**config.mk**
```make
export PLATFORM = sky130hd
export DESIGN_NAME = sensor_driven_motor_speed_ramp_top
export DESIGN_NICKNAME = d
export VERILOG_FILES = /design/src/sdmr_pkg.sv /design/src/sdmr_calc.sv /design/src/sensor_driven_motor_speed_ramp_top.sv
export SDC_FILE = /design/constraint.sdc
export NUM_CORES = 1
export LEC_CHECK = 0
export BUFFER_PORTS_ARGS = -buffer_cell sky130_fd_sc_hd__buf_2
export CAP_MARGIN = 20
export CORE_UTILIZATION = 55
export DETAILED_ROUTE_END_ITERATION = 12
export PLACE_DENSITY = 0.72
export SYNTH_ARGS = -nofsm -noshare
export SYNTH_HDL_FRONTEND = slang
export SYNTH_SLANG_ARGS = --single-unit
```
**constraint.sdc**
```tcl
create_clock -name clk -period 19 [get_ports clk]
set_input_delay 2.85 -clock clk [delete_from_list [all_inputs] [get_ports clk]]
set_output_delay 2.85 -clock clk [all_outputs]
set_load 0.05 [all_outputs]
```
**src/sdmr_pkg.sv**
```systemverilog
// shared types, codes and constants for the sensor-driven motor speed ramp
// no dependencies; imported by sdmr_calc, the top level and the checker
package sdmr_pkg;

  // tuning constants
  localparam int RAMP_STEP     = 5;
  localparam int TEMP_GAIN     = 10;
  localparam int DIST_GAIN     = 10;
  localparam int CUT_EIGHTH    = 3;
  localparam int CUT_SIXTEENTH = 4;

  localparam int IN_DATA_W  = 32;
  localparam int OUT_DATA_W = 24;
  localparam int CFG_IDX_W  = 3;
  localparam int CFG_DATA_W = 10;

  // register indexes
  localparam logic [CFG_IDX_W-1:0] REG_TEMP_LOW      = 3'd0;
  localparam logic [CFG_IDX_W-1:0] REG_TEMP_MID      = 3'd1;
  localparam logic [CFG_IDX_W-1:0] REG_TEMP_HIGH     = 3'd2;
  localparam logic [CFG_IDX_W-1:0] REG_HUMIDITY_RAIN = 3'd3;
  localparam logic [CFG_IDX_W-1:0] REG_DISTANCE_MIN  = 3'd4;
  localparam logic [CFG_IDX_W-1:0] REG_DISTANCE_SLOW = 3'd5;
  localparam logic [CFG_IDX_W-1:0] REG_DUTY_MAX      = 3'd6;
  localparam logic [CFG_IDX_W-1:0] REG_DUTY_MIN      = 3'd7;

  // motor modes
  localparam logic [1:0] MODE_STOP     = 2'd0;
  localparam logic [1:0] MODE_FORWARD  = 2'd1;
  localparam logic [1:0] MODE_BACKWARD = 2'd2;

  // h-bridge levels m1in1,m1in2,m2in1,m2in2 from bit 3 down
  localparam logic [3:0] PINS_FORWARD  = 4'hA;
  localparam logic [3:0] PINS_BACKWARD = 4'h5;

  // line patterns
  localparam logic [2:0] PAT_BACKWARD        = 3'd0;
  localparam logic [2:0] PAT_RIGHT_EIGHTH    = 3'd1;
  localparam logic [2:0] PAT_RIGHT_SIXTEENTH = 3'd3;
  localparam logic [2:0] PAT_LEFT_EIGHTH     = 3'd4;
  localparam logic [2:0] PAT_STOP            = 3'd5;
  localparam logic [2:0] PAT_LEFT_SIXTEENTH  = 3'd6;

  typedef struct packed {
    logic signed [7:0] temp_low;
    logic signed [7:0] temp_mid;
    logic signed [7:0] temp_high;
    logic [6:0]        humidity_rain;
    logic [9:0]        distance_min;
    logic [9:0]        distance_slow;
    logic [7:0]        duty_max;
    logic [7:0]        duty_min;
  } cfg_t;

  // packed so that temperature lands in the lowest bits of tdata
  typedef struct packed {
    logic [2:0]        pad;
    logic [2:0]        line_pattern;
    logic              sensor_fail;
    logic [9:0]        distance;
    logic [6:0]        humidity;
    logic signed [7:0] temperature;
  } in_t;

  typedef struct packed {
    logic [1:0] pad;
    logic [1:0] motor_mode;
    logic [3:0] bridge_pins;
    logic [7:0] duty_right;
    logic [7:0] duty_left;
  } out_t;

  typedef struct packed {
    logic [7:0] duty_one;
    logic [7:0] duty_two;
    logic [3:0] pin_levels;
    logic [1:0] mode;
  } state_t;

endpackage

```
**src/sdmr_calc.sv**
```systemverilog
// per-tick datapath: speed target, ramp and clamp, line-pattern steering
// depends on sdmr_pkg
module sdmr_calc (
  input  sdmr_pkg::in_t    item,
  input  sdmr_pkg::cfg_t   cfg,
  input  sdmr_pkg::state_t st,
  output sdmr_pkg::state_t st_next,
  output sdmr_pkg::out_t   res
);
  import sdmr_pkg::*;

  function automatic logic [7:0] ramp(input logic [7:0] cur,
                                      input logic signed [15:0] tgt,
                                      input logic [7:0] dmin,
                                      input logic [7:0] dmax);
    logic signed [15:0] v;
    logic signed [15:0] lo;
    logic signed [15:0] hi;
    v  = signed'({8'b0, cur});
    lo = signed'({8'b0, dmin});
    hi = signed'({8'b0, dmax});
    if (v < tgt) begin
      v = v + signed'(16'(RAMP_STEP));
    end else if (v > tgt) begin
      v = v - signed'(16'(RAMP_STEP));
    end
    // with inverted limits a value below the lower bound takes that bound, any other the upper bound
    if (v < lo) begin
      v = lo;
    end else if (v > hi) begin
      v = hi;
    end
    return v[7:0];
  endfunction

  logic signed [15:0] temp_ext;
  logic signed [15:0] target;
  logic [9:0]         dist_gap;
  logic signed [15:0] dist_pen;
  logic [7:0]         d1;
  logic [7:0]         d2;

  always_comb begin
    temp_ext = 16'(item.temperature);
    dist_gap = cfg.distance_slow - item.distance;
    dist_pen = signed'({6'b0, dist_gap}) * signed'(16'(DIST_GAIN));

    if (item.temperature > cfg.temp_low && item.temperature < cfg.temp_mid) begin
      target = temp_ext * signed'(16'(TEMP_GAIN));
    end else if (item.temperature > cfg.temp_mid && item.temperature < cfg.temp_high) begin
      target = signed'({8'b0, cfg.duty_max});
    end else begin
      target = signed'({8'b0, cfg.duty_min});
    end

    // rain halving rounds toward minus infinity
    if (item.humidity > cfg.humidity_rain) begin
      target = target >>> 1;
    end

    if (item.distance > cfg.distance_min && item.distance < cfg.distance_slow) begin
      target = target - dist_pen;
    end else if (!(item.distance > cfg.distance_slow)) begin
      target = signed'({8'b0, cfg.duty_min});
    end

    if (item.sensor_fail) begin
      target = '0;
    end

    d1 = ramp(st.duty_one, target, cfg.duty_min, cfg.duty_max);
    d2 = ramp(st.duty_two, target, cfg.duty_min, cfg.duty_max);

    st_next.duty_one   = d1;
    st_next.duty_two   = d2;
    st_next.pin_levels = PINS_FORWARD;
    st_next.mode       = MODE_FORWARD;

    unique case (item.line_pattern)
      PAT_BACKWARD: begin
        st_next.pin_levels = PINS_BACKWARD;
        st_next.mode       = MODE_BACKWARD;
      end
      PAT_RIGHT_EIGHTH:    st_next.duty_two = d2 - (d2 >> CUT_EIGHTH);
      PAT_RIGHT_SIXTEENTH: st_next.duty_two = d2 - (d2 >> CUT_SIXTEENTH);
      PAT_LEFT_EIGHTH:     st_next.duty_one = d1 - (d1 >> CUT_EIGHTH);
      PAT_LEFT_SIXTEENTH:  st_next.duty_one = d1 - (d1 >> CUT_SIXTEENTH);
      PAT_STOP: begin
        // pins hold their previous level in stop
        st_next.pin_levels = st.pin_levels;
        st_next.mode       = MODE_STOP;
      end
      default: ;
    endcase

    res.pad         = '0;
    res.motor_mode  = st_next.mode;
    res.bridge_pins = st_next.pin_levels;
    res.duty_left   = (st_next.mode == MODE_STOP) ? 8'd0 : st_next.duty_one;
    res.duty_right  = (st_next.mode == MODE_STOP) ? 8'd0 : st_next.duty_two;
  end

endmodule

```
**src/sensor_driven_motor_speed_ramp_top.sv**
```systemverilog
// Sensor-driven motor speed ramp. Takes one sensor beat per cycle while results are taken (a
// new beat can be accepted every clock) and returns one result beat per input beat. The
// accepting edge loads the input register; the beat then passes through the datapath into
// the result register, which drives m_tvalid. A result that waits
// on m_tready holds the input register; with both registers full s_tready drops until
// the result is taken. The stored duties, pin levels and mode are updated in the same
// cycle the result is registered, so consecutive beats chain through those registers at
// full rate. Configuration writes take effect on the next clock and must be made while
// no beat is in flight. Stop returns zero duties but keeps the ramped duties stored.
// top level; depends on sdmr_pkg and sdmr_calc
module sensor_driven_motor_speed_ramp_top (
  input  logic                            clk,
  input  logic                            rst,
  // temperature, humidity, distance, sensor_fail, line_pattern from bit 0 up
  input  logic [sdmr_pkg::IN_DATA_W-1:0]  s_tdata,
  input  logic                            s_tvalid,
  output logic                            s_tready,
  // duty_left, duty_right, bridge_pins, motor_mode from bit 0 up
  output logic [sdmr_pkg::OUT_DATA_W-1:0] m_tdata,
  output logic                            m_tvalid,
  input  logic                            m_tready,
  input  logic                            cfg_we,
  input  logic [sdmr_pkg::CFG_IDX_W-1:0]  cfg_index,
  input  logic [sdmr_pkg::CFG_DATA_W-1:0] cfg_data
);
  import sdmr_pkg::*;

  cfg_t   cfg;
  in_t    in_q;
  logic   in_valid;
  out_t   out_q;
  logic   out_valid;
  state_t st;
  state_t st_next;
  out_t   res;
  logic   advance;

  assign advance  = in_valid && (!out_valid || m_tready);
  assign s_tready = !in_valid || advance;
  assign m_tvalid = out_valid;
  assign m_tdata  = out_q;

  always_ff @(posedge clk) begin
    if (rst) begin
      cfg.temp_low      <= 8'sd0;
      cfg.temp_mid      <= 8'sd25;
      cfg.temp_high     <= 8'sd50;
      cfg.humidity_rain <= 7'd80;
      cfg.distance_min  <= 10'd10;
      cfg.distance_slow <= 10'd30;
      cfg.duty_max      <= 8'd255;
      cfg.duty_min      <= 8'd0;
    end else if (cfg_we) begin
      unique case (cfg_index)
        REG_TEMP_LOW:      cfg.temp_low      <= cfg_data[7:0];
        REG_TEMP_MID:      cfg.temp_mid      <= cfg_data[7:0];
        REG_TEMP_HIGH:     cfg.temp_high     <= cfg_data[7:0];
        REG_HUMIDITY_RAIN: cfg.humidity_rain <= cfg_data[6:0];
        REG_DISTANCE_MIN:  cfg.distance_min  <= cfg_data;
        REG_DISTANCE_SLOW: cfg.distance_slow <= cfg_data;
        REG_DUTY_MAX:      cfg.duty_max      <= cfg_data[7:0];
        REG_DUTY_MIN:      cfg.duty_min      <= cfg_data[7:0];
        default: ;
      endcase
    end
  end

  // input register
  always_ff @(posedge clk) begin
    if (rst) begin
      in_valid <= 1'b0;
    end else if (s_tready) begin
      in_valid <= s_tvalid;
    end
  end

  always_ff @(posedge clk) begin
    if (s_tvalid && s_tready) begin
      in_q <= s_tdata;
    end
  end

  sdmr_calc u_calc (
    .item    (in_q),
    .cfg     (cfg),
    .st      (st),
    .st_next (st_next),
    .res     (res)
  );

  // stored duties and bridge state move with each beat
  always_ff @(posedge clk) begin
    if (rst) begin
      st.duty_one   <= '0;
      st.duty_two   <= '0;
      st.pin_levels <= '0;
      st.mode       <= MODE_STOP;
    end else if (advance) begin
      st <= st_next;
    end
  end

  always_ff @(posedge clk) begin
    if (rst) begin
      out_valid <= 1'b0;
    end else if (advance) begin
      out_valid <= 1'b1;
    end else if (m_tready) begin
      out_valid <= 1'b0;
    end
  end

  always_ff @(posedge clk) begin
    if (advance) begin
      out_q <= res;
    end
  end

endmodule

```
### Yosys cells after proc, flatten, opt, wreduce, memory -nomap -nowiden

Index checks and enable logic that the tools add are counted.

| storage, ports and cells | value |
|---|---|
| flip-flop bits (word level) | 140 |
| bits of input ports | 50 |
| output and inout port bits | 26 |

| cells by class | value |
|---|---|
| add/sub/neg operators | 10 |
| multipliers | 2 |
| $lt $le $gt $ge | 16 |
| equal/unequal tests | 12 |
| multiplexer cells | 19 |
| reduce and logical (&&, ||, !) cells | 21 |

Operators by type and width:

| operator | count |
|---|---|
| 2-to-1 mux 16 bit | 8 |
| 2-to-1 mux 8 bit | 5 |
| > comparator 16 x 9 -> 1 bit | 2 |
| > comparator 9 x 16 -> 1 bit | 2 |
| less-than comparator 16 x 9 -> 1 bit | 2 |
| less-than comparator 9 x 16 -> 1 bit | 2 |
| case mux 8 bit (2 select lines) | 2 |
| == test 3 bit, second input constant | 7 |
| > comparator 10 bit | 2 |
| adder 8 x 3 -> 9 bit, second input constant | 2 |
| subtractor 8 x 3 -> 9 bit, second input constant | 2 |
| > comparator 8 bit | 2 |
| less-than comparator 8 bit | 2 |
| AND reduction 2 bit | 8 |
| subtractor 16 x 15 -> 16 bit | 1 |
| subtractor 8 x 4 -> 8 bit | 2 |
| subtractor 8 x 5 -> 8 bit | 2 |
| 2-to-1 mux 15 bit | 1 |
| multiplier 10 x 3 -> 13 bit, second input constant | 1 |
| multiplier 8 x 4 -> 12 bit, second input constant | 1 |
| case mux 6 bit (2 select lines) | 1 |
| less-than comparator 10 bit | 1 |
| subtractor 10 bit | 1 |
| == test 3 x 2 -> 1 bit, second input constant | 3 |
| other kinds (9) | 18 |

### Logic depth before layout (Yosys ltp)

| depth | value |
|---|---|
| depth in word-level cells | 16 |
| depth in mapped cells | 55 |
| depth with buffers taken out | 54 |

### By module

Synthesis repeated with hierarchy kept, for this count alone.

| second synthesis, totals | value |
|---|---|
| cell total of the unflattened synthesis | 1,342 |
| area, all modules | 11,991.5 um^2 |

By module, submodules not included:

| module | times used | cells each | area each (um^2) |
|---|---|---|---|
| sdmr_calc | 1 | 924 | 6,814.0 |
| sensor_driven_motor_speed_ramp_top | 1 | 418 | 5,177.5 |

### Worst setup path before layout

OpenSTA, ideal clock, no wires.

| timing | value |
|---|---|
| path type | reg-to-reg |
| start point | register in_q[1] in the netlist's numbering |
| end point | register st[21] (netlist name) |
| library setup time | 91 ps |
| arrival time | 9,888 ps |
| data required time | 18,909 ps |
| slack | 9,021 ps |
| cell stages (with the launch flop) | 50 |
| clock period less this slack | 9,979 ps |
| path through | edfxtp_1 ha_1 a21o_1 a21o_1 a21o_1 a21o_1 a21oi_1 o211ai_1 a221oi_2 mux2i_1 a21oi_1 mux2i_1 ha_1 inv_1 fa_1 a21o_1 a221o_1 xor2_1 (+14 left out) a31oi_1 or2_2 o311ai_1 a21boi_1 buf_2 mux2_2 mux2i_1 inv_1 ha_1 nor2b_1 o21ai_0 nand2b_1 a21oi_1 o21ai_0 a211oi_1 mux2_4 a21o_1 a311oi_1 |

| between the ends | value |
|---|---|
| longest elaborated chain between the ends | 16 |
| elaborated cells between the ends (all ways) | 25 |

Ends and longest elaborated chain:

| what | RTL line | text |
|---|---|---|
| from (decl) | sensor_driven_motor_speed_ramp_top.sv:29 | `in_t in_q;` |
| from (signal assigned) | sensor_driven_motor_speed_ramp_top.sv:79 | `in_q <= s_tdata;` |
| parallel branches: the longest is 3 deep, another holds multiplier 8 x 4 -> 12 bit | - |  |
| 2-to-1 mux 16 bit (*) | sdmr_calc.sv:48 | `if (item.temperature > cfg.temp_low && item.temperature < cfg.temp_mid) begin` |
| 2-to-1 mux 15 bit | sdmr_calc.sv:57 | `if (item.humidity > cfg.humidity_rain) begin` |
| subtractor 16 x 15 -> 16 bit / 2-to-1 mux 16 bit (equally long branches) | sdmr_calc.sv:62, sdmr_calc.sv:63 |  |
| 2-to-1 mux 16 bit (*) | sdmr_calc.sv:61 | `if (item.distance > cfg.distance_min && item.distance < cfg.distance_slow) begin` |
| 2-to-1 mux 16 bit (*) | sdmr_calc.sv:67 | `if (item.sensor_fail) begin` |
| > comparator 9 x 16 -> 1 bit | sdmr_calc.sv:24 | `end else if (v > tgt) begin` |
| 2-to-1 mux 16 bit | sdmr_calc.sv:24 |  |
| 2-to-1 mux 16 bit (*) | sdmr_calc.sv:22 | `if (v < tgt) begin` |
| > comparator 16 x 9 -> 1 bit | sdmr_calc.sv:30 | `end else if (v > hi) begin` |
| 2-to-1 mux 8 bit | sdmr_calc.sv:30 |  |
| 2-to-1 mux 8 bit (*) | sdmr_calc.sv:28 | `if (v < lo) begin` |
| subtractor 8 x 4 -> 8 bit / subtractor 8 x 5 -> 8 bit (equally long branches) | sdmr_calc.sv:87, sdmr_calc.sv:86 |  |
| case mux 8 bit (2 select lines) (*) | sdmr_calc.sv:79 | `unique case (item.line_pattern)` |

Mark *: on every way between the ends.
A chain may end at the register's enable or synchronous reset.

### Final worst setup path

| timing | value |
|---|---|
| start point | register in_q[1] in the netlist's numbering |
| end point | register out_q, in the netlist m_tdata[7], data pin |

| between the ends | value |
|---|---|
| longest elaborated chain between the ends | 16 |
| elaborated cells between the ends (all ways) | 25 |

Ends and longest elaborated chain:

| what | RTL line | text |
|---|---|---|
| parallel branches: the longest is 3 deep, another holds multiplier 8 x 4 -> 12 bit | - |  |
| 2-to-1 mux 16 bit (*) | sdmr_calc.sv:48 |  |
| 2-to-1 mux 15 bit | sdmr_calc.sv:57 |  |
| subtractor 16 x 15 -> 16 bit / 2-to-1 mux 16 bit (equally long branches) | sdmr_calc.sv:62, sdmr_calc.sv:63 |  |
| 2-to-1 mux 16 bit (*) | sdmr_calc.sv:61 |  |
| 2-to-1 mux 16 bit (*) | sdmr_calc.sv:67 |  |
| > comparator 9 x 16 -> 1 bit | sdmr_calc.sv:24 |  |
| 2-to-1 mux 16 bit | sdmr_calc.sv:24 |  |
| 2-to-1 mux 16 bit (*) | sdmr_calc.sv:22 |  |
| > comparator 16 x 9 -> 1 bit | sdmr_calc.sv:30 |  |
| 2-to-1 mux 8 bit | sdmr_calc.sv:30 |  |
| 2-to-1 mux 8 bit (*) | sdmr_calc.sv:28 |  |
| subtractor 8 x 4 -> 8 bit / subtractor 8 x 5 -> 8 bit (equally long branches) | sdmr_calc.sv:87, sdmr_calc.sv:86 |  |
| case mux 8 bit (2 select lines) (*) | sdmr_calc.sv:79 |  |
| to (signal assigned) | sensor_driven_motor_speed_ramp_top.sv:115 | `out_q <= res;` |
| to (decl) | sensor_driven_motor_speed_ramp_top.sv:31 | `out_t out_q;` |

Marked as above.

==> summary.md <==
| Metric | Value |
|---|---|
| Die Width | 145 um |
| Most used cell, CP | a21o_1 |
| Startpoint Class | flop |
| Gr ovfl total | 0 |
| Seq pwr share | 18.5% |
| Die H | 145 um |
| Number of flops mapped to enable cells by yosys | 51 |
| H-tree depth | 4 |
| Most frequent cells in the layout | ha_1, nand2_1, nor2_1, a21oi_1, inv_1 |
| Worst EP required | 19.27 ns |
| Layout Utilization | 61.6% |
| Switching share of power | 47.5% |
| Placed cell area | 0.0119 mm2 |
| Hold Crit Depth | 2 |
| CP Capture Type | flop |
| Core area | 0.0202 mm2 |
| Layout Area Growth over Synthesis | 9.98% |
| HP Class | reg -> reg |
| Hold Vio Cnt, Final | 0 |
| Rows | 52 |
| Logic gate share of total power | 66.0% |
| Largest net degree at the start of global routing | 70 |
| Register area share after synthesis | 29.3% |
| CP Max Fanout | 12 |
| Post-route cell area | 0.0125 mm2 |
| Worst setup path startpoint | in_q[1] |
| Clock latency on the worst-skew pair | 0.43 ns |
| Status | finished clean |
| Max stage delay on crit path | 0.89 ns |
| WL/cell | 17.4 um |
| Hpwl dp | 22100 um |
| Power Dens Cells | 172 mW/mm2 |
| Setup TNS | 0 ns |
| Synth Warn # | 0 |
| Max-slew headroom | 30.2% |
| Fin crit period | 12.14 ns |
| Mean area per synthesized cell | 8.57 um2 |
| Total Nets Final | 1577 |
| Drt total wl | 28800 um |
| Remaining antenna violation count | 0 |
| Antenna diode count | 0 |
| Num CTS Buffers | 17 |
| Final worst slack | 6.86 ns |
| Main synth FF type | dfxtp_1 |
| Synth cell types | 88 |
| Resize count post-CTS | 0 |
| Setup Fix Bufs, Post-CTS | 0 |
| Cell area after synthesis | 0.0113 mm2 |
| Setup Skew | 0.0163 ns |
| FF-to-FF End | m_tdata[7] |
| Commonest non-fill, non-tap cell in the layout | ha_1 |
| First-pass GRT wire length | 46900 um |
| Post-synth ARST share | 0% |
| Worst Setup EP | m_tdata[7] |
| Pre-CTS WS | 6.91 ns |
| # clock sinks | 140 |
| Die area | 0.0212 mm2 |
| RSZ-0062 raised after global routing | no |
| Layout cells sized above 1 | 11.2% |
| CTS max path bufs | 2 |
| Clock slew at reported path FFs | 0.07 ns |
| Initial Util | 56.0% |
| Max-cap viol count | 0 |
| CP Class | reg -> reg |
| Pre-antenna DRT Iters | 5 |
| Drt initial violations | 597 |
| Synth Register Bits | 140 |
| GPL Wtd Cong | 0.913 |
| Clock root buffer | clkbuf_16 |
| Hold Buf Count CTS | 0 |
| CP Data Arrival Time | 12.41 ns |
| CTS tree | done |
| Psw | 1.02 mW |
| Clock share of power | 15.4% |
| Pins Over Slew Limit | 0 |
| Int Power | 1.12 mW |
| Worst Tran Pin Value | 1.05 ns |
| FF-to-FF Start | in_q[1] |
| R2R depth | 48 |
| Worst R2R Setup Slack | 6.86 ns |
| Post-Synthesis Cells | 1322 |
| Highest Clock Rate | 82.4 MHz |
| Via count | 9705 |
| Critical path's slowest cell | a221oi_2 |
| Final setup fails | 0 |
| Fin crit share | 63.9% |
| Initial antenna violation count | 0 |
| Port Buffer Count | 70 |
| Fill cells | 1812 |
| P_leak | 5.33 nW |
| Vias in the first global route | 9286 |
| GR Util All Layers | 27.9% |
| # DRC | 0 |
| Total I/O pin count | 76 |
| Vias per inst | 5.86 |
| VDD IR max | 107 uV |
power by group through the flow:
stage | Clock [mW] | Sequential, mW | Combinational, mW
6_report | 0.330 | 0.397 | 1.41
5_1_grt | 0.348 | 0.400 | 1.57
3_3_place_gp | 0 | 0.402 | 1.37
4_1_cts | 0.332 | 0.397 | 1.40
2_1_floorplan | 0 | 0.456 | 1.06
3_5_place_dp | 0 | 0.403 | 1.39
stage by stage:
stage	power [mW]	std cells	hold slack, ns
floorplan	1.51	1323	0.436
global placement	1.77	1624	0.442
detailed placement	1.80	1624	0.447
CTS	2.13	1656	0.457
global route	2.32	1657	0.472
finish	2.14	1657	0.455
flip-flops by register name (all words and copies together), names as in the netlist:
register,count
in_q,29
st,20
in_valid,1
m_tvalid,1
cfg,67
m_tdata,22
synth_stat cells (5+ instances only):
master	number	area [um2]
ha_1	147	1840
nand2_1	138	518
nor2_1	121	454
a21oi_1	112	561
inv_1	108	405
dfxtp_1	89	1780
edfxtp_1	51	1530
a21o_1	36	270
mux2i_1	36	360
nor2b_1	32	200
o21ai_0	31	155
xnor2_1	31	272
clkbuf_1	30	113
a211o_1	23	201
o211ai_1	23	173
nand4_1	21	131
a211oi_1	20	150
xor2_1	20	175
nand3_1	19	95.1
nand2b_1	18	113
nor3_1	17	85.1
mux2_2	16	180
o21a_1	15	113
o21ai_1	13	65.1
and3_1	9	56.3
o21bai_1	8	60.1
and2_1	7	43.8
fa_1	6	120
or2_2	6	37.5
a31oi_1	5	31.3
buf_4	5	37.5
nand3b_1	5	37.5
or3_1	5	31.3
per-layer routing:
metal | up-vias | wire length, um | GRT usage (%)
met5 | - | 0 | 0
met3 | 59 | 1400 | 3.51
met1 | 4469 | 12800 | 36.5
li1 | 4872 | - | -
met2 | 305 | 13700 | 47.6
met4 | 0 | 788 | 9.05
worst min-delay path by stage:
stage                        from       to  slack [ns]
after CTS                 cfg[30]  cfg[30]        0.46
final                       st[3]    st[3]        0.45
after global routing      cfg[64]  cfg[64]        0.47
after detailed placement  cfg[30]  cfg[30]        0.45
after floorplan           cfg[28]  cfg[28]        0.44
after global placement      st[5]    st[5]        0.44
area by class of cell:
| class | instances | area (um2) | share of cell area (%) |
|---|---|---|---|
| Multi-Input combinational cell | 1026 | 7380 | 59.3 |
| Sequential cell | 140 | 3310 | 26.6 |
| Inverter | 109 | 409 | 3.29 |
| Clock inverter | 14 | 141 | 1.14 |
| Tap cell | 270 | 338 | 2.71 |
| Timing Repair Buffer | 80 | 432 | 3.47 |
| Clock buffer | 18 | 439 | 3.53 |
logic make-up (layout without fill, tap and decap cells):
family	count (synthesis)	in the layout	share of synthesized area [%]
mux	56	56	5.30
xor+xnor	51	51	3.94
buf+inv	157	221	5.59
fa+ha+maj	153	153	17.3
other cells	1	2	0.0331
compound gates	354	354	21.8
simple gates	410	410	16.8
flops	140	140	29.3
critical path, delay by kind of cell, from the launching register on:
kind / cells / cell delay [ns]
DFF: 1 / 0.53
xor gates and xnor gates: 1 / 0.16
and+or+nand+nor: 10 / 2.31
AOI/OAI and AO/OA: 24 / 5.24
buffers and inverters: 2 / 0.14
muxes: 5 / 1.67
adders and majority gates: 6 / 1.93
Note: power is estimated with default switching activity, not from simulation.
